[src/rtl/gregorian_julian_day_converter_top_macros.svh]
// Assertion macros for the Gregorian / Julian day number converter.
// Used by the top level; expects clk and rst_n in the including scope.
`ifndef GREGORIAN_JULIAN_DAY_CONVERTER_TOP_MACROS_SVH
`define GREGORIAN_JULIAN_DAY_CONVERTER_TOP_MACROS_SVH
`ifndef SYNTHESIS
// property must hold at every clock while out of reset
`define GJD_ASSERT(label, prop, msg) \
    label: assert property (@(posedge clk) disable iff (!rst_n) prop) else $error(msg);
// condition must never be seen while out of reset
`define GJD_ASSERT_NEVER(label, cond, msg) \
    label: assert property (@(posedge clk) disable iff (!rst_n) !(cond)) else $error(msg);
`else
`define GJD_ASSERT(label, prop, msg)
`define GJD_ASSERT_NEVER(label, cond, msg)
`endif
`endif

[src/rtl/gjd_pkg.sv]
// Shared types, constants and small functions of the date converter.
// No dependencies; imported by every module of the block.
`default_nettype none

package gjd_pkg;

    // pipeline depth: datapath stages plus the output register
    localparam int DP_STAGES  = 8;
    localparam int NUM_STAGES = DP_STAGES + 1;

    localparam int YEAR_W = 14;
    localparam int MON_W  = 4;
    localparam int DAY_W  = 5;
    localparam int JDN_W  = 23;
    localparam int WD_W   = 3;
    localparam int CENT_W = 7;
    localparam int YA_W   = 7;

    // command codes
    localparam logic CMD_TO_JDN  = 1'b0;
    localparam logic CMD_TO_DATE = 1'b1;

    // month numbers used in checks
    localparam logic [MON_W-1:0] MON_FEB = 4'd2;
    localparam logic [MON_W-1:0] MON_SEP = 4'd9;
    localparam logic [MON_W-1:0] MON_DEC = 4'd12;

    // calendar range
    localparam logic [JDN_W-1:0]  JDN_FIRST      = 23'd2361222;
    localparam logic [JDN_W-1:0]  JDN_LAST       = 23'd5373484;
    localparam logic [JDN_W-1:0]  JDN_OFFSET     = 23'd1721119;
    localparam logic [YEAR_W-1:0] YEAR_FIRST     = 14'd1752;
    localparam logic [YEAR_W-1:0] YEAR_LAST      = 14'd9999;
    localparam logic [YEAR_W-1:0] YEAR_BASE      = 14'd1900;
    localparam logic [YEAR_W-1:0] YEAR_TWO_DIGIT = 14'd99;
    localparam logic [YEAR_W-1:0] CENTURY        = 14'd100;
    localparam logic [DAY_W-1:0]  REFORM_DAY     = 5'd14;
    localparam logic [YA_W-1:0]   YA_LAST        = 7'd99;

    // cycle lengths
    localparam logic [17:0] DAYS_400Y  = 18'd146097;
    localparam logic [10:0] DAYS_4Y    = 11'd1461;
    localparam logic [7:0]  MONTH_SPAN = 8'd153;

    // reciprocals for constant division: q = (x * R) >> SH
    localparam int          RECIP_100_W    = 13;
    localparam logic [12:0] RECIP_100      = 13'd5243;
    localparam int          RECIP_100_SH   = 19;
    localparam int          RECIP_CYCLE_W  = 24;
    localparam logic [23:0] RECIP_CYCLE    = 24'd15051803;
    localparam int          RECIP_CYCLE_SH = 41;
    localparam int          RECIP_1461_W   = 22;
    localparam logic [21:0] RECIP_1461     = 22'd2939745;
    localparam int          RECIP_1461_SH  = 32;
    localparam int          RECIP_153_W    = 10;
    localparam logic [9:0]  RECIP_153      = 10'd857;
    localparam int          RECIP_153_SH   = 17;
    localparam logic [7:0]  RECIP_5        = 8'd205;
    localparam int          RECIP_5_SH     = 10;

    typedef struct packed {
        logic              cmd;
        logic [YEAR_W-1:0] year_in;
        logic [MON_W-1:0]  month_in;
        logic [DAY_W-1:0]  day_in;
        logic [JDN_W-1:0]  day_number_in;
    } item_t;

    typedef struct packed {
        logic [JDN_W-1:0]  day_number_out;
        logic [YEAR_W-1:0] year_out;
        logic [MON_W-1:0]  month_out;
        logic [DAY_W-1:0]  day_out;
        logic [WD_W-1:0]   weekday;
        logic [DAY_W-1:0]  month_length;
        logic              leap;
        logic              valid_res;
    } result_t;

    // per-stage load enables and valid bits
    typedef struct packed {
        logic [NUM_STAGES-1:0] en;
        logic [NUM_STAGES-1:0] live;
    } stage_ctrl_t;

    // Gregorian leap year from century and year within century
    function automatic logic leap_of(input logic [CENT_W-1:0] c, input logic [YA_W-1:0] ya);
        return (ya == '0) ? (c[1:0] == 2'b00) : (ya[1:0] == 2'b00);
    endfunction

    // days in month; zero for a month outside 1..12
    function automatic logic [DAY_W-1:0] month_len(input logic [MON_W-1:0] m, input logic lp);
        logic [DAY_W-1:0] len;
        if (m == MON_FEB)
            len = lp ? 5'd29 : 5'd28;
        else if (m inside {4'd4, 4'd6, 4'd9, 4'd11})
            len = 5'd30;
        else if (m inside {[4'd1:4'd12]})
            len = 5'd31;
        else
            len = 5'd0;
        return len;
    endfunction

    // (153 * m + 2) / 5 for a March-based month index
    function automatic logic [8:0] month_offset(input logic [MON_W-1:0] ms);
        logic [8:0] ofs;
        case (ms)
            4'd0:    ofs = 9'd0;
            4'd1:    ofs = 9'd31;
            4'd2:    ofs = 9'd61;
            4'd3:    ofs = 9'd92;
            4'd4:    ofs = 9'd122;
            4'd5:    ofs = 9'd153;
            4'd6:    ofs = 9'd184;
            4'd7:    ofs = 9'd214;
            4'd8:    ofs = 9'd245;
            4'd9:    ofs = 9'd275;
            4'd10:   ofs = 9'd306;
            4'd11:   ofs = 9'd337;
            default: ofs = 9'd0;
        endcase
        return ofs;
    endfunction

    // value mod 7 by summing octal digits (8 = 1 mod 7)
    function automatic logic [WD_W-1:0] mod7(input logic [JDN_W-1:0] v);
        logic [JDN_W:0] w;
        logic [5:0]     s1;
        logic [3:0]     s2;
        logic [2:0]     s3;
        w  = {1'b0, v};
        s1 = '0;
        for (int i = 0; i < (JDN_W + 1) / 3; i++)
            s1 = s1 + 6'(w[3*i +: 3]);
        s2 = 4'(s1[5:3]) + 4'(s1[2:0]);
        s3 = 3'(s2[3]) + s2[2:0];
        return (s3 == 3'd7) ? 3'd0 : s3;
    endfunction

endpackage

`default_nettype wire

[src/rtl/gjd_pipe_ctrl.sv]
// Valid bits and stage load enables of the converter pipeline.
// Uses gjd_pkg; instantiated by the top level.
`default_nettype none

module gjd_pipe_ctrl import gjd_pkg::*; (
    input  logic        clk,
    input  logic        rst_n,
    input  logic        item_valid,
    output logic        item_stall,
    output logic        result_valid,
    input  logic        result_stall,
    output stage_ctrl_t ctl
);

    logic [NUM_STAGES-1:0] valid_reg;
    logic [NUM_STAGES-1:0] valid_next;
    logic [NUM_STAGES-1:0] ready;

    // a stage loads when it is empty or its contents move on
    always_comb
    begin
        ready[NUM_STAGES-1] = !valid_reg[NUM_STAGES-1] || !result_stall;
        for (int k = NUM_STAGES - 2; k >= 0; k--)
            ready[k] = !valid_reg[k] || ready[k+1];
    end

    always_comb
    begin
        valid_next[0] = ready[0] ? item_valid : valid_reg[0];
        for (int k = 1; k < NUM_STAGES; k++)
            valid_next[k] = ready[k] ? valid_reg[k-1] : valid_reg[k];
    end

    always_ff @(posedge clk or negedge rst_n)
    begin
        if (!rst_n)
            valid_reg <= '0;
        else
            valid_reg <= valid_next;
    end

    assign item_stall   = !ready[0];
    assign result_valid = valid_reg[NUM_STAGES-1];
    assign ctl.en       = ready;
    assign ctl.live     = valid_reg;

endmodule

`default_nettype wire

[src/rtl/gjd_date_to_jdn.sv]
// Date to day number datapath: checks a Gregorian date and converts it.
// Uses gjd_pkg; eight stages loaded by the shared enables.
`default_nettype none

module gjd_date_to_jdn import gjd_pkg::*; (
    input  logic                 clk,
    input  logic [DP_STAGES-1:0] en,
    input  item_t                item,
    output result_t              res
);

    localparam int C_PROD_W  = YEAR_W + RECIP_100_W;
    localparam int TC_PROD_W = 25;
    localparam int TY_PROD_W = 18;

    // date fields carried alongside the arithmetic
    typedef struct packed {
        logic              ok;
        logic              lp;
        logic [DAY_W-1:0]  ml;
        logic [YEAR_W-1:0] y;
        logic [MON_W-1:0]  m;
        logic [DAY_W-1:0]  d;
    } date_carry_t;

    // stage 0
    logic [YEAR_W-1:0] y0_reg, y0_next;
    logic [MON_W-1:0]  m0_reg;
    logic [DAY_W-1:0]  d0_reg;
    logic              yok0_reg, yok0_next;
    logic              two_digit, early;
    // stage 1
    logic [C_PROD_W-1:0] c_prod;
    logic [CENT_W-1:0]   c1_reg, c1_next;
    logic [YEAR_W-1:0]   y1_reg;
    logic [MON_W-1:0]    m1_reg;
    logic [DAY_W-1:0]    d1_reg;
    logic                yok1_reg;
    // stage 2
    logic [YA_W-1:0]   ya;
    logic [CENT_W-1:0] cs2_reg, cs2_next;
    logic [YA_W-1:0]   yas2_reg, yas2_next;
    logic [MON_W-1:0]  ms2_reg, ms2_next;
    date_carry_t       cr2_reg, cr2_next;
    // stage 3
    logic [TC_PROD_W-1:0] tc_prod;
    logic [TY_PROD_W-1:0] ty_prod;
    logic [JDN_W-1:0]     tc3_reg;
    logic [15:0]          ty3_reg;
    logic [8:0]           tm3_reg;
    date_carry_t          cr3_reg;
    // stage 4..6
    logic [JDN_W-1:0] jd4_reg, jd4_next;
    date_carry_t      cr4_reg;
    logic [JDN_W-1:0] jd5_reg;
    logic [WD_W-1:0]  wd5_reg;
    date_carry_t      cr5_reg;
    logic [JDN_W-1:0] jd6_reg;
    logic [WD_W-1:0]  wd6_reg;
    date_carry_t      cr6_reg;
    // stage 7
    result_t res_reg, res_next;

    // stage 0: two-digit year fold and year range check
    always_comb
    begin
        two_digit = item.year_in <= YEAR_TWO_DIGIT;
        y0_next   = two_digit ? item.year_in + YEAR_BASE : item.year_in;
        early     = (item.year_in < YEAR_FIRST) || (item.year_in > YEAR_LAST) ||
                    ((item.year_in == YEAR_FIRST) &&
                     ((item.month_in < MON_SEP) ||
                      ((item.month_in == MON_SEP) && (item.day_in < REFORM_DAY))));
        yok0_next = two_digit || !early;
    end

    always_ff @(posedge clk)
    begin
        if (en[0])
        begin
            y0_reg   <= y0_next;
            m0_reg   <= item.month_in;
            d0_reg   <= item.day_in;
            yok0_reg <= yok0_next;
        end
    end

    // stage 1: century = year / 100
    always_comb
    begin
        c_prod  = C_PROD_W'(y0_reg) * C_PROD_W'(RECIP_100);
        c1_next = c_prod[RECIP_100_SH +: CENT_W];
    end

    always_ff @(posedge clk)
    begin
        if (en[1])
        begin
            c1_reg   <= c1_next;
            y1_reg   <= y0_reg;
            m1_reg   <= m0_reg;
            d1_reg   <= d0_reg;
            yok1_reg <= yok0_reg;
        end
    end

    // stage 2: leap, month length, date check, shift to a March-based year
    always_comb
    begin
        ya          = YA_W'(y1_reg - YEAR_W'(c1_reg) * CENTURY);
        cr2_next.lp = leap_of(c1_reg, ya);
        cr2_next.ml = month_len(m1_reg, cr2_next.lp);
        cr2_next.ok = yok1_reg && (d1_reg != '0) && (m1_reg != '0) &&
                      (m1_reg <= MON_DEC) && (d1_reg <= cr2_next.ml);
        cr2_next.y  = y1_reg;
        cr2_next.m  = m1_reg;
        cr2_next.d  = d1_reg;
        if (m1_reg <= MON_FEB)
        begin
            // January and February count in the previous year
            ms2_next = m1_reg + 4'd9;
            if (ya == '0)
            begin
                cs2_next  = c1_reg - 7'd1;
                yas2_next = YA_LAST;
            end
            else
            begin
                cs2_next  = c1_reg;
                yas2_next = ya - 7'd1;
            end
        end
        else
        begin
            ms2_next  = m1_reg - 4'd3;
            cs2_next  = c1_reg;
            yas2_next = ya;
        end
    end

    always_ff @(posedge clk)
    begin
        if (en[2])
        begin
            cs2_reg  <= cs2_next;
            yas2_reg <= yas2_next;
            ms2_reg  <= ms2_next;
            cr2_reg  <= cr2_next;
        end
    end

    // stage 3: day counts of whole centuries, years and months
    always_comb
    begin
        tc_prod = TC_PROD_W'(cs2_reg) * TC_PROD_W'(DAYS_400Y);
        ty_prod = TY_PROD_W'(yas2_reg) * TY_PROD_W'(DAYS_4Y);
    end

    always_ff @(posedge clk)
    begin
        if (en[3])
        begin
            tc3_reg <= tc_prod[TC_PROD_W-1:2];
            ty3_reg <= ty_prod[TY_PROD_W-1:2];
            tm3_reg <= month_offset(ms2_reg);
            cr3_reg <= cr2_reg;
        end
    end

    // stage 4: sum into the day number
    assign jd4_next = tc3_reg + JDN_W'(ty3_reg) + JDN_W'(tm3_reg) +
                      JDN_W'(cr3_reg.d) + JDN_OFFSET;

    always_ff @(posedge clk)
    begin
        if (en[4])
        begin
            jd4_reg <= jd4_next;
            cr4_reg <= cr3_reg;
        end
    end

    // stage 5: weekday
    always_ff @(posedge clk)
    begin
        if (en[5])
        begin
            jd5_reg <= jd4_reg;
            wd5_reg <= mod7(jd4_reg) + 3'd1;
            cr5_reg <= cr4_reg;
        end
    end

    // stage 6: alignment with the day-number path
    always_ff @(posedge clk)
    begin
        if (en[6])
        begin
            jd6_reg <= jd5_reg;
            wd6_reg <= wd5_reg;
            cr6_reg <= cr5_reg;
        end
    end

    // stage 7: result, all zero when the date is rejected
    always_comb
    begin
        res_next = '0;
        if (cr6_reg.ok)
        begin
            res_next.day_number_out = jd6_reg;
            res_next.year_out       = cr6_reg.y;
            res_next.month_out      = cr6_reg.m;
            res_next.day_out        = cr6_reg.d;
            res_next.weekday        = wd6_reg;
            res_next.month_length   = cr6_reg.ml;
            res_next.leap           = cr6_reg.lp;
            res_next.valid_res      = 1'b1;
        end
    end

    always_ff @(posedge clk)
    begin
        if (en[7])
            res_reg <= res_next;
    end

    assign res = res_reg;

endmodule

`default_nettype wire

[src/rtl/gjd_jdn_to_date.sv]
// Day number to date datapath: range check and Gregorian date recovery.
// Uses gjd_pkg; eight stages loaded by the shared enables.
`default_nettype none

module gjd_jdn_to_date import gjd_pkg::*; (
    input  logic                 clk,
    input  logic [DP_STAGES-1:0] en,
    input  item_t                item,
    output result_t              res
);

    localparam int T_W        = 24;
    localparam int U_W        = 18;
    localparam int X2_W       = 11;
    localparam int X3_W       = 9;
    localparam int V_W        = 11;
    localparam int X4_W       = 8;
    localparam int CY_PROD_W  = T_W + RECIP_CYCLE_W;
    localparam int YR_PROD_W  = U_W + RECIP_1461_W;
    localparam int MM_PROD_W  = V_W + RECIP_153_W;
    localparam int D_PROD_W   = 16;

    // fields carried through every stage
    typedef struct packed {
        logic             ok;
        logic [JDN_W-1:0] jd;
        logic [WD_W-1:0]  wd;
    } jdn_carry_t;

    logic [JDN_W-1:0]     j, jm1;
    logic [T_W-1:0]       t0_reg, t0_next;
    jdn_carry_t           cr0_reg, cr0_next;
    logic [CY_PROD_W-1:0] cy_prod;
    logic [CENT_W-1:0]    cent1_reg;
    logic [T_W-1:0]       t1_reg;
    jdn_carry_t           cr1_reg;
    logic [U_W-1:0]       j2;
    logic [U_W-1:0]       u2_reg;
    logic [CENT_W-1:0]    cent2_reg;
    jdn_carry_t           cr2_reg;
    logic [YR_PROD_W-1:0] yr_prod;
    logic [YA_W-1:0]      yr3_reg;
    logic [U_W-1:0]       u3_reg;
    logic [CENT_W-1:0]    cent3_reg;
    jdn_carry_t           cr3_reg;
    logic [X2_W-1:0]      x2;
    logic [X2_W:0]        x2p;
    logic [X3_W-1:0]      x3;
    logic [V_W-1:0]       v4_reg, v4_next;
    logic [YA_W-1:0]      yr4_reg;
    logic [CENT_W-1:0]    cent4_reg;
    jdn_carry_t           cr4_reg;
    logic [MM_PROD_W-1:0] mm_prod;
    logic [MON_W-1:0]     mm5_reg;
    logic [V_W-1:0]       v5_reg;
    logic [YA_W-1:0]      yr5_reg;
    logic [CENT_W-1:0]    cent5_reg;
    jdn_carry_t           cr5_reg;
    logic                 late;
    logic [YA_W-1:0]      yy;
    logic [X4_W-1:0]      x46_reg, x46_next;
    logic [MON_W-1:0]     mon6_reg, mon6_next;
    logic [CENT_W-1:0]    c6_reg, c6_next;
    logic [YA_W-1:0]      ya6_reg, ya6_next;
    jdn_carry_t           cr6_reg;
    logic [D_PROD_W-1:0]  d_prod;
    logic                 lp7;
    result_t              res_reg, res_next;

    // stage 0: range check, weekday, t = 4 * (jd - offset) - 1
    always_comb
    begin
        j           = item.day_number_in - JDN_OFFSET;
        jm1         = j - 23'd1;
        t0_next     = {jm1[T_W-3:0], 2'b11};
        cr0_next.ok = (item.day_number_in >= JDN_FIRST) && (item.day_number_in <= JDN_LAST);
        cr0_next.jd = item.day_number_in;
        cr0_next.wd = mod7(item.day_number_in) + 3'd1;
    end

    always_ff @(posedge clk)
    begin
        if (en[0])
        begin
            t0_reg  <= t0_next;
            cr0_reg <= cr0_next;
        end
    end

    // stage 1: 400-year cycle index = t / 146097
    assign cy_prod = CY_PROD_W'(t0_reg) * CY_PROD_W'(RECIP_CYCLE);

    always_ff @(posedge clk)
    begin
        if (en[1])
        begin
            cent1_reg <= cy_prod[RECIP_CYCLE_SH +: CENT_W];
            t1_reg    <= t0_reg;
            cr1_reg   <= cr0_reg;
        end
    end

    // stage 2: remainder within the cycle, u = 4 * (rem / 4) + 3
    assign j2 = U_W'(t1_reg - T_W'(cent1_reg) * T_W'(DAYS_400Y));

    always_ff @(posedge clk)
    begin
        if (en[2])
        begin
            u2_reg    <= {j2[U_W-1:2], 2'b11};
            cent2_reg <= cent1_reg;
            cr2_reg   <= cr1_reg;
        end
    end

    // stage 3: year within century = u / 1461
    assign yr_prod = YR_PROD_W'(u2_reg) * YR_PROD_W'(RECIP_1461);

    always_ff @(posedge clk)
    begin
        if (en[3])
        begin
            yr3_reg   <= yr_prod[RECIP_1461_SH +: YA_W];
            u3_reg    <= u2_reg;
            cent3_reg <= cent2_reg;
            cr3_reg   <= cr2_reg;
        end
    end

    // stage 4: day of March-based year, v = 5 * x - 3
    always_comb
    begin
        x2      = X2_W'(u3_reg - U_W'(yr3_reg) * U_W'(DAYS_4Y));
        x2p     = (X2_W + 1)'(x2) + 12'd4;
        x3      = x2p[X3_W+1:2];
        v4_next = V_W'(12'(x3) * 12'd5 - 12'd3);
    end

    always_ff @(posedge clk)
    begin
        if (en[4])
        begin
            v4_reg    <= v4_next;
            yr4_reg   <= yr3_reg;
            cent4_reg <= cent3_reg;
            cr4_reg   <= cr3_reg;
        end
    end

    // stage 5: March-based month = v / 153
    assign mm_prod = MM_PROD_W'(v4_reg) * MM_PROD_W'(RECIP_153);

    always_ff @(posedge clk)
    begin
        if (en[5])
        begin
            mm5_reg   <= mm_prod[RECIP_153_SH +: MON_W];
            v5_reg    <= v4_reg;
            yr5_reg   <= yr4_reg;
            cent5_reg <= cent4_reg;
            cr5_reg   <= cr4_reg;
        end
    end

    // stage 6: day remainder, calendar month, year split for the leap test
    always_comb
    begin
        x46_next = X4_W'(v5_reg - V_W'(mm5_reg) * V_W'(MONTH_SPAN));
        // January and February close the March-based year
        late      = mm5_reg >= 4'd10;
        mon6_next = late ? mm5_reg - 4'd9 : mm5_reg + 4'd3;
        yy        = yr5_reg + YA_W'(late);
        if (yy >= 7'd100)
        begin
            c6_next  = cent5_reg + 7'd1;
            ya6_next = yy - 7'd100;
        end
        else
        begin
            c6_next  = cent5_reg;
            ya6_next = yy;
        end
    end

    always_ff @(posedge clk)
    begin
        if (en[6])
        begin
            x46_reg  <= x46_next;
            mon6_reg <= mon6_next;
            c6_reg   <= c6_next;
            ya6_reg  <= ya6_next;
            cr6_reg  <= cr5_reg;
        end
    end

    // stage 7: day = rem / 5 + 1, year, leap and month length
    always_comb
    begin
        d_prod   = D_PROD_W'(x46_reg) * D_PROD_W'(RECIP_5);
        lp7      = leap_of(c6_reg, ya6_reg);
        res_next = '0;
        if (cr6_reg.ok)
        begin
            res_next.day_number_out = cr6_reg.jd;
            res_next.year_out       = YEAR_W'(c6_reg) * CENTURY + YEAR_W'(ya6_reg);
            res_next.month_out      = mon6_reg;
            res_next.day_out        = DAY_W'(d_prod >> RECIP_5_SH) + 5'd1;
            res_next.weekday        = cr6_reg.wd;
            res_next.month_length   = month_len(mon6_reg, lp7);
            res_next.leap           = lp7;
            res_next.valid_res      = 1'b1;
        end
    end

    always_ff @(posedge clk)
    begin
        if (en[7])
            res_reg <= res_next;
    end

    assign res = res_reg;

endmodule

`default_nettype wire

[src/rtl/gregorian_julian_day_converter_top.sv]
// Nine register stages: eight datapath stages, then the output register.
// Throughput: one item per clock unless the result stalls; each stage moves when the
// next is empty or moving, so a stalled result holds only the full stages behind it.
// Reset (rst_n, async, active low) clears the stage valid bits; payload is not reset.
`default_nettype none
`include "gregorian_julian_day_converter_top_macros.svh"

module gregorian_julian_day_converter_top import gjd_pkg::*; (
    input  logic    clk,
    input  logic    rst_n,
    input  logic    item_valid,
    output logic    item_stall,
    input  item_t   item,
    output logic    result_valid,
    input  logic    result_stall,
    output result_t result
);

    stage_ctrl_t          ctl;
    result_t              res_date;
    result_t              res_jdn;
    logic [DP_STAGES-1:0] cmd_reg;
    result_t              result_reg;

    gjd_pipe_ctrl u_ctrl (
        .clk          (clk),
        .rst_n        (rst_n),
        .item_valid   (item_valid),
        .item_stall   (item_stall),
        .result_valid (result_valid),
        .result_stall (result_stall),
        .ctl          (ctl)
    );

    gjd_date_to_jdn u_date (
        .clk  (clk),
        .en   (ctl.en[DP_STAGES-1:0]),
        .item (item),
        .res  (res_date)
    );

    gjd_jdn_to_date u_jdn (
        .clk  (clk),
        .en   (ctl.en[DP_STAGES-1:0]),
        .item (item),
        .res  (res_jdn)
    );

    // command travels with its item to pick the path at the output
    always_ff @(posedge clk)
    begin
        if (ctl.en[0])
            cmd_reg[0] <= item.cmd;
        for (int k = 1; k < DP_STAGES; k++)
            if (ctl.en[k])
                cmd_reg[k] <= cmd_reg[k-1];
    end

    // output register
    always_ff @(posedge clk)
    begin
        if (ctl.en[NUM_STAGES-1])
            result_reg <= (cmd_reg[DP_STAGES-1] == CMD_TO_DATE) ? res_jdn : res_date;
    end

    assign result = result_reg;

    // full pipe behind a stalled result must push back on the input
    `GJD_ASSERT(a_full_stalls, (&ctl.live && result_stall) |-> item_stall, "full pipe not stalled")
    // output valid only arrives from the stage before it
    `GJD_ASSERT(a_valid_flow, $rose(ctl.live[NUM_STAGES-1]) |-> $past(ctl.live[NUM_STAGES-2]), "result valid without source")
    // a valid result always lies in the supported day range with a nonzero weekday
    `GJD_ASSERT_NEVER(a_res_range, result_valid && result.valid_res && ((result.day_number_out < JDN_FIRST) || (result.day_number_out > JDN_LAST) || (result.weekday == '0)), "valid result out of range")

endmodule

`default_nettype wire

[config.mk]
export PLATFORM = sky130hd
export DESIGN_NAME = gregorian_julian_day_converter_top
export DESIGN_NICKNAME = d
export VERILOG_FILES = /design/src/rtl/gjd_pkg.sv /design/src/rtl/gjd_pipe_ctrl.sv /design/src/rtl/gjd_date_to_jdn.sv /design/src/rtl/gjd_jdn_to_date.sv /design/src/rtl/gregorian_julian_day_converter_top.sv
export VERILOG_INCLUDE_DIRS = /design/src /design/src/rtl
export SDC_FILE = /design/constraint.sdc
export NUM_CORES = 2
export LEC_CHECK = 0
export ABC_CLOCK_PERIOD_IN_PS = 7840
export BUFFER_PORTS_ARGS = -buffer_cell sky130_fd_sc_hd__buf_2
export CAP_MARGIN = 20
export CORE_MARGIN = 2
export CORE_UTILIZATION = 43
export CTS_CLUSTER_DIAMETER = 60
export DETAILED_ROUTE_END_ITERATION = 10
export SYNTH_ARGS = -nofsm -noshare
export SYNTH_HDL_FRONTEND = slang
export SYNTH_HIERARCHICAL = 1
export SYNTH_SLANG_ARGS = --single-unit
[constraint.sdc]
create_clock -name clk -period 7.84 [get_ports clk]
set_input_delay 0.392 -clock clk [delete_from_list [all_inputs] [get_ports clk]]
set_output_delay 0.392 -clock clk [all_outputs]
set_load 0.02 [all_outputs]
==> metrics.yaml <==
outcome:
  status: "completed"
global_route:
  use_met3: 0.0311
  grt_max_degree: 78
  met1_usage: 0.243
  use_met2: 0.280
  grt_pass1_wl_um: 197000
  grt_pass1_vias: 35300
  gr-total-overflow: 0
  grt.total_usage: 0.173
  top_usage_layer: "met2"
  antenna_found_initial: 25
routing:
  first_pass_iters: 5
  drt_iter0_drc: 1800
  wirelength_um: 123000
  vias_per_cell: 4.85
  vias: 33700
  wl_per_cell_um: 17.7
  ant_nets: 0
  drc: 0
timing:
  slew_headroom: 0.334
  tns_ns: 0
  layout_min_cycle_time_ns: 7.33
  finalSetupViolCount: 0
  finalCritPeriodShare: 0.935
  maxSlewViolCount: 0
  clock_skew_ns: 0.0337
  fmax_mhz: 136
  rsz0062_at_grt: "no"
  tightest_slew_ns: 1.00
  final_hold_viol_count: 0
run:
  max_cap_violations: 0
cts:
  cts.sinks: 864
  h-tree-depth: 3
  clock-root-buffer: "clkbuf_16"
  clk-insertion-delay-late_ns: 0.67
  clk_pin_slew_worst_paths_ns: 0.06
  cts_buffers: 99
  clock_path_buffers: 3
  cts_tree: "yes"
setup_path:
  crit_top_cell: "fa_1"
  critPathBufInv: 7
  crit_chain: "inv_1 -> fa_1 -> inv_1 -> fa_1 -> inv_1 -> fa_1 -> inv_1 -> fa_1 -> fa_1 -> inv_1 -> fa_1 -> fa_1 -> inv_1 -> ha_1 -> nand4_1 -> nor3_1 -> o21ai_0 -> a211oi_1 -> a2111oi_0 -> buf_4 -> o31ai_1 -> a21oi_1 -> xnor2_1"
  start_kind: "register"
  critPathMaxStageDelay_ns: 0.59
  critPathCaptureType: "register"
  worst_ep_arrival_time_ns: 7.73
  cp_top_family: "adder cells"
  crit_required_ns: 8.24
  slowest_stage: "fa_1"
  crit_type: "reg2reg"
  worst-path-max-fanout: 8
floorplanning:
  fp.dieW_um: 383
  rows: 138
  io_pins: 109
  initial_core_util: 0.434
  die_height_um: 383
  core_area_um2: 142000
  die_area_um2: 146000
finish:
  seqCellArea_um2: 25900
  drive_above_1_share: 0.0749
  nFillCells: 12700
  largest_reg_flops: 56
  fin_nets: 6501
  instances_no_fill: 6939
  syn2layout_area_growth_pct: 10.4
  utilization: 0.480
  multi_input_area_um2: 31500
synthesis:
  synth_nets: 6287
  netlist_area_um2: 61600
  synth_area_per_cell_um2: 13.0
  synth_warnings: 6
  syn-instance-count: 4752
placement:
  dp_cells: 6733
  hpwl_um: 100000
  gp_congestion: 0.920
  portBuffers: 108
worst_hold_path:
  hold_path.class: "in2reg"
[path summary, 6_finish.rpt]
| kind | startpoint | endpoint | slack, ns | depth (start not counted) |
|---|---|---|---|---|
| max | u_jdn/cr0_reg[4] | u_jdn/cent1_reg[6] | 0.51 | 23 |
| min | item[43] | u_date/y0_reg[11] | 0.05 | 1 |
| max reg2reg | u_jdn/cr0_reg[4] | u_jdn/cent1_reg[6] | 0.51 | 23 |
| min reg2reg | u_date/cr2_reg[4] | u_date/cr3_reg[4] | 0.40 | 0 |
| max in group asynchronous | rst_n | u_ctrl/valid_reg[1] | 7.46 | 2 |
| min in group asynchronous | rst_n | u_ctrl/valid_reg[5] | 0.15 | 2 |
[per-stage QoR]
step | setup WS (ns) | hold slack [ns] | cell area (um^2)
2_1_floorplan | 1.31 | 0.0964 | 61600
3_3_place_gp | 0.553 | 0.285 | 64600
3_5_place_dp | 0.345 | 0.289 | 64600
4_1_cts | 0.314 | 0.00855 | 68000
5_1_grt | 0.00461 | 0.0151 | 68100
6_report | 0.511 | 0.0529 | 68100
[per-layer routing]
layer  up-vias  routed length (um)
met5         -                 194
met2       559               57400
met3       189                5480
li1      16400                   -
met4        30                2570
met1     16500               57000
[repair_timing]
action	4_1_cts	5_1_grt
endpoints found under the hold margin	29	0
buffers inserted	0	0
hold buffers	21	0
resized for setup	0	0
[final cells by class]
class / instances / area share
Multi-Input combinational cell: 2755 / 0.462
Sequential cell: 864 / 0.381
Inverter: 1094 / 0.0604
Clock buffer: 112 / 0.0374
Tap cell: 1890 / 0.0347
Timing Repair Buffer: 152 / 0.0139
Clock inverter: 69 / 0.0106
Antenna cell: 3 / 0.000110
[placed cells by master (no fill, tap or decap), types with 10 or more instances in the layout]
cell and count:
inv_1 1092, ha_1 909, edfxtp_1 855, fa_1 575, xnor2_1 165, nor2_1 126, a21oi_1 117, buf_2 108
nand2_1 105, clkbuf_16 100, and2_1 94, o21ai_0 80, xor2_1 66, a21o_1 50, mux2_4 41, nor3_1 37
nand3_1 36, nand2b_1 31, nand4_1 30, o21a_1 25, a211oi_1 24, buf_4 22, dlygate4sd3_1 21, clkinv_1 19
mux2_2 17, clkinv_2 17, or3_1 15, nor2b_1 15, or2_2 13, a31oi_1 13, clkbuf_1 12, o21bai_1 12
a21boi_0 12, o211ai_1 10
Power is not shown: default switching activity piles up to over one toggle a cycle in this logic, so the estimate is an artifact.
